[src/rtl/core/htmb_pkg.sv]
`timescale 1ns / 1ps

package htmb_pkg;

    localparam int MAX_LEAVES = 256;
    localparam int IDX_W      = $clog2(MAX_LEAVES);
    localparam int CNT_W      = IDX_W + 1;
    localparam int ID_W       = 9;
    localparam int WT_W       = 32;
    localparam int LEAF_W     = 24;
    localparam int SYM_W      = 8;
    localparam int ACT_W      = 2;
    localparam int ST_W       = 3;
    localparam int ENTRY_W    = ID_W + WT_W;

    typedef enum logic [ACT_W-1:0] {
        ACT_CLEAR = 2'd0,
        ACT_LOAD  = 2'd1,
        ACT_MERGE = 2'd2
    } action_t;

    typedef enum logic [ST_W-1:0] {
        ST_CLEARED = 3'd0,
        ST_LOADED  = 3'd1,
        ST_MERGED  = 3'd2,
        ST_ROOT    = 3'd3,
        ST_EMPTY   = 3'd4,
        ST_FULL    = 3'd5,
        ST_REFUSED = 3'd6
    } status_t;

    typedef enum logic [3:0] {
        OP_NONE,
        OP_INIT,
        OP_CLEAR,
        OP_LOAD,
        OP_REFUSE,
        OP_FULL,
        OP_EMPTY,
        OP_SCAN1,
        OP_SCAN2,
        OP_PACK,
        OP_APPEND,
        OP_ROOT,
        OP_PUBLISH
    } dp_op_t;

    typedef enum logic [3:0] {
        S_IDLE,
        S_DECIDE,
        S_SCAN1,
        S_INIT2,
        S_SCAN2,
        S_INIT3,
        S_PACK,
        S_APPEND,
        S_ROOT_RD,
        S_ROOT,
        S_DONE
    } ctrl_state_t;

    typedef struct packed {
        dp_op_t op;
        logic   capture;
    } dp_cmd_t;

    typedef struct packed {
        logic [ACT_W-1:0] action;
        logic             merging;
        logic             cnt_zero;
        logic             cnt_one;
        logic             cnt_full;
        logic             scan_done;
        logic             out_free;
    } dp_stat_t;

endpackage

[src/rtl/core/htmb_ctrl.sv]
`timescale 1ns / 1ps

module htmb_ctrl (
    input  logic               clk,
    input  logic               rst_n,
    input  logic               in_valid,
    output logic               in_ready,
    input  htmb_pkg::dp_stat_t stat,
    output htmb_pkg::dp_cmd_t  cmd
);
    import htmb_pkg::*;

    ctrl_state_t state_reg;
    ctrl_state_t state_next;

    always_ff @(posedge clk or negedge rst_n)
    begin
        if (!rst_n)
        begin
            state_reg <= S_IDLE;
        end
        else
        begin
            state_reg <= state_next;
        end
    end

    always_comb
    begin
        state_next = state_reg;
        unique case (state_reg)
            S_IDLE:
            begin
                if (in_valid)
                begin
                    state_next = S_DECIDE;
                end
            end
            S_DECIDE:
            begin
                unique case (stat.action)
                    ACT_CLEAR: state_next = S_DONE;
                    ACT_LOAD:  state_next = S_DONE;
                    ACT_MERGE:
                    begin
                        priority if (stat.cnt_zero)
                        begin
                            state_next = S_DONE;
                        end
                        else if (stat.cnt_one)
                        begin
                            state_next = S_ROOT_RD;
                        end
                        else
                        begin
                            state_next = S_SCAN1;
                        end
                    end
                    default:   state_next = S_IDLE;
                endcase
            end
            S_SCAN1:   if (stat.scan_done) state_next = S_INIT2;
            S_INIT2:   state_next = S_SCAN2;
            S_SCAN2:   if (stat.scan_done) state_next = S_INIT3;
            S_INIT3:   state_next = S_PACK;
            S_PACK:    if (stat.scan_done) state_next = S_APPEND;
            S_APPEND:  state_next = S_DONE;
            S_ROOT_RD: state_next = S_ROOT;
            S_ROOT:    state_next = S_DONE;
            S_DONE:    if (stat.out_free) state_next = S_IDLE;
            default:   state_next = S_IDLE;
        endcase
    end

    always_comb
    begin
        in_ready    = 1'b0;
        cmd.op      = OP_NONE;
        cmd.capture = 1'b0;
        unique case (state_reg)
            S_IDLE:
            begin
                in_ready    = 1'b1;
                cmd.capture = in_valid;
            end
            S_DECIDE:
            begin
                unique case (stat.action)
                    ACT_CLEAR: cmd.op = OP_CLEAR;
                    ACT_LOAD:
                    begin
                        priority if (stat.merging)
                        begin
                            cmd.op = OP_REFUSE;
                        end
                        else if (stat.cnt_full)
                        begin
                            cmd.op = OP_FULL;
                        end
                        else
                        begin
                            cmd.op = OP_LOAD;
                        end
                    end
                    ACT_MERGE:
                    begin
                        if (stat.cnt_zero)
                        begin
                            cmd.op = OP_EMPTY;
                        end
                    end
                    default:   cmd.op = OP_NONE;
                endcase
            end
            S_SCAN1:   cmd.op = OP_SCAN1;
            S_INIT2:   cmd.op = OP_INIT;
            S_SCAN2:   cmd.op = OP_SCAN2;
            S_INIT3:   cmd.op = OP_INIT;
            S_PACK:    cmd.op = OP_PACK;
            S_APPEND:  cmd.op = OP_APPEND;
            S_ROOT_RD: cmd.op = OP_NONE;
            S_ROOT:    cmd.op = OP_ROOT;
            S_DONE:    cmd.op = stat.out_free ? OP_PUBLISH : OP_NONE;
            default:   cmd.op = OP_NONE;
        endcase
    end

endmodule

[config.mk]
export PLATFORM = sky130hd
export DESIGN_NAME = htmb_ctrl
export DESIGN_NICKNAME = d
export VERILOG_FILES = /design/src/rtl/core/htmb_pkg.sv /design/src/rtl/core/htmb_ctrl.sv
export SDC_FILE = /design/constraint.sdc
export NUM_CORES = 1
export LEC_CHECK = 0
export BUFFER_PORTS_ARGS = -buffer_cell sky130_fd_sc_hd__buf_2
export CAP_MARGIN = 20
export CELL_PAD_IN_SITES_DETAIL_PLACEMENT = 0
export CELL_PAD_IN_SITES_GLOBAL_PLACEMENT = 1
export CORE_MARGIN = 8
export CORE_UTILIZATION = 31
export CTS_CLUSTER_SIZE = 10
export DETAILED_ROUTE_END_ITERATION = 10
export GPL_ROUTABILITY_DRIVEN = 0
export PLACE_DENSITY_LB_ADDON = 0.25
export SLEW_MARGIN = 20
export SYNTH_ARGS = -nofsm -noshare
export SYNTH_HDL_FRONTEND = slang
export SYNTH_SLANG_ARGS = --single-unit
export TNS_END_PERCENT = 5
[constraint.sdc]
create_clock -name clk -period 1.6 [get_ports clk]
set_clock_uncertainty 0.15 [all_clocks]
set_input_delay 0.16 -clock clk [delete_from_list [all_inputs] [get_ports clk]]
set_output_delay 0.16 -clock clk [all_outputs]
set_load 0.01 [all_outputs]
==> results of run 1 <==
[logic make-up (layout without fill, tap and decap cells)]
family | count (synthesis) | after routing | synth area share, %
compound gates | 23 | 23 | 35.6
xor+xnor | 1 | 1 | 1.99
buf+inv | 10 | 35 | 11.7
flops | 4 | 4 | 22.8
simple gates | 20 | 20 | 27.9
[synthesized netlist by cell type]
cell type / number / area (sq um)
a221oi_1: 1 / 8.76
dfrtp_1: 4 / 100
and2_1: 1 / 6.26
xor2_1: 1 / 8.76
o21ai_0: 4 / 20.0
o31ai_1: 1 / 7.51
o32ai_1: 1 / 8.76
and3_2: 1 / 7.51
a31o_2: 1 / 8.76
or3b_1: 2 / 17.5
a2111oi_0: 2 / 17.5
o22ai_1: 1 / 6.26
o32a_2: 1 / 11.3
inv_1: 6 / 22.5
a22oi_1: 1 / 7.51
and2b_2: 2 / 17.5
nor4_1: 2 / 12.5
o2bb2a_1: 1 / 10.0
nor2_1: 3 / 11.3
nor3_1: 1 / 5.00
nand3b_1: 1 / 7.51
buf_4: 1 / 7.51
nand2b_1: 3 / 18.8
buf_2: 2 / 10.0
buf_6: 1 / 11.3
o21bai_1: 2 / 15.0
nand2_1: 3 / 11.3
nor3b_1: 1 / 7.51
a21oi_1: 7 / 35.0
[metrics by stage]
| stage | worst slack [ps] | hold slack, ps | power, mW |
|---|---|---|---|
| 4_1_cts | -132 | 102 | 1.12 |
| 3_5_place_dp | 68.4 | -184 | 0.944 |
| 5_1_grt | -190 | 105 | 1.25 |
| 3_3_place_gp | 56.8 | -183 | 0.946 |
| 6_report | -117 | 95.9 | 1.15 |
| 2_1_floorplan | 57.2 | -286 | 0.692 |
[layer usage]
metal	GRT usage, %	up-vias
met5	0	-
met4	6.30	0
met3	4.13	2
met2	14.1	10
met1	9.36	229
li1	-	266
[where the power goes]
group          switching [mW]  leakage (nW)  internal [mW]
clock                  0.0376        0.0138         0.0836
sequential             0.0674        0.0479          0.153
combinational           0.387         0.242          0.421
total                   0.492         0.304          0.657
[layout make-up]
| type | count | area [sq um] |
|---|---|---|
| sequential | 4 | 103 |
| multi-input combinational | 44 | 310 |
| tap | 15 | 18.8 |
| fill | 135 | 679 |
| timing repair buffer | 26 | 161 |
| clock buffer | 3 | 22.5 |
| inverter | 6 | 22.5 |
[worst paths after layout]
kind | from | end | slack (ps)
setup / recovery | state_reg[3]$_DFFE_PN0P_ | cmd[1] | -120
max in group asynchronous | rst_n | state_reg[0]$_DFFE_PN0P_ | 1060
setup reg to reg | state_reg[1]$_DFFE_PN0P_ | state_reg[3]$_DFFE_PN0P_ | 170
hold / removal | in_valid | state_reg[0]$_DFFE_PN0P_ | 100
min in group asynchronous | rst_n | state_reg[1]$_DFFE_PN0P_ | 110
hold reg to reg | state_reg[0]$_DFFE_PN0P_ | state_reg[0]$_DFFE_PN0P_ | 420
[repair_timing]
action	CTS	global route
endpoints found under the setup margin	6	6
hold buffers	1	0
hold endpoints to repair	4	0
gates resized for setup	6	4
buffers inserted	1	0
pin swaps	3	0
[worst max-delay path, delay by kind of cell (launching register included)]
kind,cells,cell delay (ps)
flops,1,390
buf+inv,3,470
compound gates,2,320
==> metrics.md, run 1 <==
| Metric | Value |
|---|---|
| Reg2reg path depth | 4 |
| Largest net degree at the start of global routing | 12 |
| Total Routing Usage GR | 8.96% |
| Worst-path maximum fanout | 7 |
| Final worst slack | -117 ps |
| Syn nets | 69 |
| Pleak | 0.304 nW |
| Min Tclk post-route | 1720 ps |
| Final Cycle Share | 107% |
| Worst Tran Pin Value | 413 ps |
| TritonRoute pass-1 iters | 3 |
| Die W | 53.6 microns |
| DR iter-0 viols | 5 |
| Nets@finish | 96 |
| Inst Count DP | 93 |
| Chip Height | 53.6 microns |
| Total negative slack | -404 ps |
| Clock tree buffer depth | 2 |
| Share of cells above drive strength 1 | 47.0% |
| H-tree Lvls | 1 |
| # rows | 13 |
| Warnings, synthesis | 0 |
| Core footprint | 1320 sq um |
| Port bufs | 16 |
| DRC errors left | 0 |
| Most frequent cells in the layout | buf_2 (16), buf_4 (8), a21oi_1 (7), inv_1 (5) |
| Final Non-Filler Cells | 98 |
| Maximum VDD drop | 0.00109 V |
| Num Clock Sinks | 4 |
| Initial antenna violation count | 0 |
| WS Path Type | reg -> out |
| Hold crit path type | in -> reg |
| I/O pin total | 17 |
| Die ar. | 2880 sq um |
| Avg Cell Area, Syn | 7.57 sq um |
| Yosys reg bits | 4 |
| Met1 wire length | 554 microns |
| CP max stage cell | dfrtp_1 |
| # diodes | 0 |
| WP data required | 1290 ps |
| Vias in the first global route | 466 |
| DR top layer | met4 |
| DP HPWL | 984 microns |
| Vias/cell | 5.17 |
| Seq/Total Area, Yosys | 22.8% |
| Commonest non-fill, non-tap cell in the layout | buf_2 |
| Grt ovf | 0 |
| Clock-pin slew on the worst setup and hold paths | 40 ps |
| Number of max-cap violations | 0 |
| P&R area growth vs syn | 45.3% |
| Pwr dens | 1800 nW/um^2 |
| Hold Fails Final Rpt | 0 |
| Max FFs per register | 4 |
| Drt total wl | 1210 microns |
| First-pass GRT wire length | 1880 microns |
| Outcome | complete, but fails checks |
| Met2 wire length | 590 microns |
| CTS root buf | clkbuf_4 |
| Number of vias in the routed layout | 507 |
| Largest stage delay on the critical path | 390 ps |
| Post-Syn Instances | 58 |
| Crit-path most repeated cell | buf_4 |
| Failing checks | setup timing |
| Startpoint types | flip-flop |
| Area post-placement | 569 sq um |
| Hold Path Stages | 3 |
| Max-slew headroom | 71.8% |
| ANT nets after route | 0 |
| TritonCTS buffer count | 3 |
| CTS tree | yes |
| Initial core utilization | 33.3% |
| Post-synth cell types | 29 |
| Synth Cell Area | 439 sq um |
| Final Max Tran Viols | 0 |
| Arrival time of the worst setup path | 1410 ps |
| RSZ-0062 raised after global routing | true |
| CP Capture Type | output pin |
| DR WL met3 | 63 microns |
| Design Area, Final | 638 sq um |
| WL/cell | 12.4 microns |
| Final core occ | 48.4% |
| Endpoints failing setup | 5 |
| Later-pin clock latency in the skew report | 230 ps |
| Fmax | 582 MHz |
| Cells along the critical path | buf_4 > buf_4 > o31ai_2 > a22oi_1 > buf_2 |
No activity file was read; power rests on OpenSTA's default activity.
==> inputs of run 2 (changes only) <==
RECOVER_POWER = 50   (was unset)
==> metrics.md, run 2 (same netlist as run 1, synthesis figures left out) <==
| Metric | Value |
|---|---|
| Outcome | complete, but fails checks (unchanged) |
| Failing checks | setup timing (unchanged) |
| WP data required | 1290 ps (about the same) |
| Num Clock Sinks | 4 (unchanged) |
| Initial antenna violation count | 0 (unchanged) |
| P&R area growth vs syn | 45.0% (was 45.3%) |
| Drt total wl | 1210 microns (unchanged) |
| TritonCTS buffer count | 3 (unchanged) |
| Later-pin clock latency in the skew report | 230 ps (about the same) |
| GRT met2 Usage | 14.1% (unchanged) |
| Combinational share of power | 70.3% (about the same) |
| Fmax | 582 MHz (about the same) |
| Total negative slack | -405 ps (was -404 ps) |
| Flop pwr share | 19.2% (about the same) |
| Filler cells | 136 (was 135) |
| ANT nets after route | 0 (unchanged) |
| Inst Count DP | 93 (unchanged) |
| Hold crit path type | in -> reg (unchanged) |
| Worst-path maximum fanout | 7 (unchanged) |
| WS Path Type | reg -> out (unchanged) |
| Reg-to-reg endpoint | state_reg[3]$_DFFE_PN0P_ (unchanged) |
| Core footprint | 1320 sq um (unchanged) |
| Max FFs per register | 4 (unchanged) |
| Largest stage delay on the critical path | 390 ps (about the same) |
| Reg2reg path depth | 4 (unchanged) |
| Pwr dens | 1800 nW/um^2 (about the same) |
| Pleak | 0.301 nW (was 0.304 nW) |
| I/O pin total | 17 (unchanged) |
| Reg2reg setup slack | 170 ps (about the same) |
| Register area | 103 sq um (unchanged) |
| Arrival time of the worst setup path | 1410 ps (about the same) |
| WL/cell | 12.4 microns (unchanged) |
| # rows | 13 (unchanged) |
| Port bufs | 16 (unchanged) |
| Multi-input gate area | 310 sq um (unchanged) |
| Power, Total | 1.15 mW (about the same) |
| Nets@finish | 96 (unchanged) |
| Endpoints failing setup | 5 (unchanged) |
| Die ar. | 2880 sq um (unchanged) |
| Grt met1 use | 9.36% (unchanged) |
| TritonRoute pass-1 iters | 3 (unchanged) |
| Grt ovf | 0 (unchanged) |
| Min Tclk post-route | 1720 ps (about the same) |
| # diodes | 0 (unchanged) |
| CP max stage cell | dfrtp_1 (unchanged) |
| First-pass GRT wire length | 1880 microns (unchanged) |
| Worst Tran Pin Value | 413 ps (unchanged) |
| Commonest non-fill, non-tap cell in the layout | buf_2 (unchanged) |
| Most Crowded Layer GR | met2 (unchanged) |
| Clock tree buffer depth | 2 (unchanged) |
| DRC errors left | 0 (unchanged) |
| DP HPWL | 984 microns (unchanged) |
| Maximum VDD drop | 0.00109 V (about the same) |
| CTS tree | yes (unchanged) |
| Met3 Usage GRT | 4.13% (unchanged) |
| Sw frac | 42.9% (was 42.8%) |
| Max-slew headroom | 71.8% (unchanged) |
| Startpoint types | flip-flop (unchanged) |
| Total Routing Usage GR | 8.96% (unchanged) |
| Final Non-Filler Cells | 98 (unchanged) |
| CTS root buf | clkbuf_4 (unchanged) |
| Vias/cell | 5.17 (unchanged) |
| Die W | 53.6 microns (unchanged) |
| Number of vias in the routed layout | 507 (unchanged) |
| Initial core utilization | 33.3% (unchanged) |
| Most frequent cells in the layout | buf_2 (15), buf_4 (8), a21oi_1 (7), inv_1 (5) (was buf_2 (16), buf_4 (8), a21oi_1 (7), inv_1 (5)) |
| Largest net degree at the start of global routing | 12 (unchanged) |
| Chip Height | 53.6 microns (unchanged) |
| Pre-CTS setup slack | 68.4 ps (unchanged) |
| RSZ-0062 raised after global routing | true (unchanged) |
| Design Area, Final | 637 sq um (was 638 sq um) |
| Share of cells above drive strength 1 | 45.8% (was 47.0%) |
| Clock share of power | 10.6% (was 10.5%) |
| Hold Path Stages | 3 (unchanged) |
| Power Internal | 657 uW (about the same) |
| Worst Setup SP | state_reg[3]$_DFFE_PN0P_ (unchanged) |
| Hold Fails Final Rpt | 0 (unchanged) |
| DR iter-0 viols | 5 (unchanged) |
| Switch Pwr | 492 uW (about the same) |
| H-tree Lvls | 1 (unchanged) |
| Cells along the critical path | buf_4 > buf_4 > o31ai_2 > a22oi_1 > buf_2 (unchanged) |
| RR Startpoint | state_reg[1]$_DFFE_PN0P_ (unchanged) |
| Final Max Tran Viols | 0 (unchanged) |
| CP Capture Type | output pin (unchanged) |
| Clock-pin slew on the worst setup and hold paths | 40 ps (about the same) |
| Setup crit end | cmd[1] (unchanged) |
| Area post-placement | 569 sq um (unchanged) |
| Crit-path most repeated cell | buf_4 (unchanged) |
| Number of max-cap violations | 0 (unchanged) |
| Final Cycle Share | 107% (about the same) |
| Final worst slack | -117 ps (about the same) |
| Vias in the first global route | 466 (unchanged) |
-- run 2: area by class of cell --
type,instances,area share [%]
Timing Repair Buffer,26,25.1
Inverter,6,3.54
Multi-Input combinational cell,44,48.7
Sequential cell,4,16.1
Clock buffer,3,3.54
Tap cell,15,2.95
-- run 2: layer usage --
metal	routed length, microns	part of all wire, %
met1	554	46
met2	590	49
met3	63	5.2
met4	6	0.49
met5	0	0
-- run 2: critical path: cells and delay by family (launching register included) --
family                 cells  cell delay [ps]
AO/OA/AOI/OAI              2              320
flip-flops                 1              390
buffers and inverters      3              470
-- run 2: how the worst min path moves through the flow --
stage                   from                       end
floorplan              rst_n  state_reg[0]$_DFFE_PN0P_
global placement       rst_n  state_reg[2]$_DFFE_PN0P_
detailed placement     rst_n  state_reg[1]$_DFFE_PN0P_
CTS                    rst_n  state_reg[1]$_DFFE_PN0P_
global route           rst_n  state_reg[1]$_DFFE_PN0P_
finish              in_valid  state_reg[0]$_DFFE_PN0P_
-- run 2: power groups by stage --
stage / Combinational [mW] / Clock, mW / Sequential, mW
CTS: 0.774 / 0.129 / 0.216
floorplan: 0.510 / 0 / 0.182
detailed placement: 0.733 / 0 / 0.210
global route: 0.893 / 0.134 / 0.227
global placement: 0.737 / 0 / 0.210
finish: 0.808 / 0.121 / 0.220
-- run 2: metrics by stage --
stage          utilization, %  hold slack, ps
5_1_grt                  48.3             140
6_report                 48.3            95.9
2_1_floorplan               -            -286
3_5_place_dp             43.2            -184
3_3_place_gp             43.2            -183
4_1_cts                  47.2             102
-- run 2: repair_timing --
action | 4_1_cts | 5_1_grt
hold endpoints to repair | 4 | 0
pin swaps | 3 | 0
buffers inserted | 1 | 0
gates resized for setup | 6 | 4
hold buffers | 1 | 0
endpoints found under the setup margin | 6 | 6
==> inputs of run 3 (changes only) <==
CELL_PAD_IN_SITES_DETAIL_PLACEMENT = unset   (was 0)
CELL_PAD_IN_SITES_GLOBAL_PLACEMENT = unset   (was 1)
CORE_AREA = 8 8 45 47   (was unset)
CORE_MARGIN = unset   (was 8)
CORE_UTILIZATION = unset   (was 31)
DIE_AREA = 0 0 53 55   (was unset)
clock period = 2.15 ns   (was 1.6 ns; I/O delays follow)
==> metrics.md, run 3 (same netlist as run 1, synthesis figures left out) <==
| Metric | Value |
|---|---|
| WP data required | 1780 ps (was 1290 ps) |
| CTS root buf | clkbuf_4 (unchanged) |
| Fmax | 527 MHz |
| Initial core utilization | 31.7% (was 33.3%) |
| Final Cycle Share | 88.3% |
| Vias/cell | 5.19 (was 5.17) |
| P&R area growth vs syn | 23.4% (was 45.0%) |
| TritonCTS buffer count | 3 (unchanged) |
| Worst Tran Pin Value | 434 ps (was 413 ps) |
| CP Capture Type | output pin (unchanged) |
| # rows | 14 (was 13) |
| Worst-path maximum fanout | 16 (was 7) |
| Core footprint | 1380 sq um (was 1320 sq um) |
| Total Routing Usage GR | 7.73% (was 8.96%) |
| Met3 Usage GRT | 2.41% (was 4.13%) |
| Commonest non-fill, non-tap cell in the layout | buf_2 (unchanged) |
| Clock-pin slew on the worst setup and hold paths | 40 ps (about the same) |
| Startpoint types | flip-flop (unchanged) |
| Largest net degree at the start of global routing | 17 (was 12) |
| Chip Height | 55 microns (was 53.6 microns) |
| I/O pin total | 17 (unchanged) |
| Min Tclk post-route | 1900 ps |
| Grt ovf | 0 (unchanged) |
| Total negative slack | 0 ps (was -405 ps) |
| WL/cell | 12.0 microns (was 12.4 microns) |
| Maximum VDD drop | 0.000548 V (was 0.00109 V) |
| Num Clock Sinks | 4 (unchanged) |
| # diodes | 0 (unchanged) |
| First-pass GRT wire length | 1730 microns (was 1880 microns) |
| Share of cells above drive strength 1 | 31.1% (was 45.8%) |
| Most Crowded Layer GR | met2 (unchanged) |
| Later-pin clock latency in the skew report | 230 ps (about the same) |
| CP max stage cell | dfrtp_1 (unchanged) |
| Cells along the critical path | or3b_1 > o21ai_0 > buf_2 (was buf_4 > buf_4 > o31ai_2 > a22oi_1 > buf_2) |
| Number of vias in the routed layout | 467 (was 507) |
| Outcome | finished, final reports clean (was complete, but fails checks) |
| Reg2reg setup slack | 630 ps (was 170 ps) |
| Die ar. | 2920 sq um (was 2880 sq um) |
| DP HPWL | 837 microns (was 984 microns) |
| Pwr dens | 1280 nW/um^2 (was 1800 nW/um^2) |
| Worst hold slack | 162 ps (was 95.9 ps) |
| Nets@finish | 87 (was 96) |
| Hold crit path type | in -> reg (unchanged) |
| RSZ-0062 raised after global routing | false (was true) |
| Pleak | 0.257 nW (was 0.301 nW) |
| Drt total wl | 1080 microns (was 1210 microns) |
| GRT met2 Usage | 12.1% (was 14.1%) |
| Endpoints failing setup | 0 (was 5) |
| DRC errors left | 0 (unchanged) |
| WS Path Type | reg -> out (unchanged) |
| Max FFs per register | 4 (unchanged) |
| H-tree Lvls | 1 (unchanged) |
| Filler cells | 148 (was 136) |
| TritonRoute pass-1 iters | 4 (was 3) |
| Vias in the first global route | 440 (was 466) |
| Arrival time of the worst setup path | 1530 ps (was 1410 ps) |
| Initial antenna violation count | 0 (unchanged) |
| Most frequent cells in the layout | buf_2 (15), a21oi_1 (7), inv_1 (6), o21ai_0 (4), dfrtp_1 (4) (was buf_2 (15), buf_4 (8), a21oi_1 (7), inv_1 (5)) |
| ANT nets after route | 0 (unchanged) |
| Largest stage delay on the critical path | 520 ps (was 390 ps) |
| CTS tree | yes (unchanged) |
| Port bufs | 16 (unchanged) |
| Number of max-cap violations | 0 (unchanged) |
| Grt met1 use | 8.44% (was 9.36%) |
| DR iter-0 viols | 6 (was 5) |
| CTS resizes | 0 (was 6) |
| Clock tree buffer depth | 2 (unchanged) |
| Die W | 53 microns (was 53.6 microns) |
| Hold Fails Final Rpt | 0 (unchanged) |
| Final Max Tran Viols | 0 (unchanged) |
| Max-slew headroom | 71.0% (was 71.8%) |
==> run 3: final timing paths <==
check,from,end,cells after the start
min in group asynchronous,rst_n,state_reg[3]$_DFFE_PN0P_,2
worst min-delay path,in_valid,state_reg[0]$_DFFE_PN0P_,3
worst max-delay path,state_reg[2]$_DFFE_PN0P_,cmd[2],3
worst max register to register,state_reg[3]$_DFFE_PN0P_,state_reg[3]$_DFFE_PN0P_,3
max in group asynchronous,rst_n,state_reg[1]$_DFFE_PN0P_,2
worst min register to register,state_reg[0]$_DFFE_PN0P_,state_reg[0]$_DFFE_PN0P_,1
==> run 3: layout make-up <==
class / instances / area (sq um) / area share [%]
multi-input combinational: 44 / 288 / 53.1
sequential: 4 / 100 / 18.5
timing repair buffer: 17 / 88.8 / 16.4
tap: 16 / 20.0 / 3.70
clock buffer: 3 / 22.5 / 4.16
inverter: 6 / 22.5 / 4.16
==> run 3: through the flow <==
step	utilization (%)	cells	total power, mW	setup slack (ps)	cell area (sq um)
3_3_place_gp	36.9	86	0.610	515	510
2_1_floorplan	-	58	0.515	552	439
5_1_grt	39.2	90	0.768	100	542
4_1_cts	39.2	90	0.707	252	543
3_5_place_dp	36.9	86	0.610	497	510
6_report	39.2	90	0.696	252	542
==> run 3: metal layers <==
layer  part of all wire (%)  up-vias  wire [microns]
li1                       -      245               -
met4                    1.6        0              17
met2                     45       12             484
met1                     43      208             468
met3                     10        2             108
met5                      0        -               0
==> run 3: critical path, delay by kind of cell (launching register included) <==
family	cells	cell delay, ps
buffers and inverters	1	160
AOI/OAI and AO/OA	1	170
and+or+nand+nor	1	450
DFF	1	520
==> run 3: power by group <==
group | internal [mW] | switching [mW]
Combinational | 0.204 | 0.193
Sequential | 0.109 | 0.0994
Clock | 0.0622 | 0.0277
==> run 3: timing repair <==
| item | in CTS | in global routing |
|---|---|---|
| setup buffers | 0 | 0 |
| hold buffers | 1 | 0 |
| endpoints found under the hold margin | 4 | 0 |
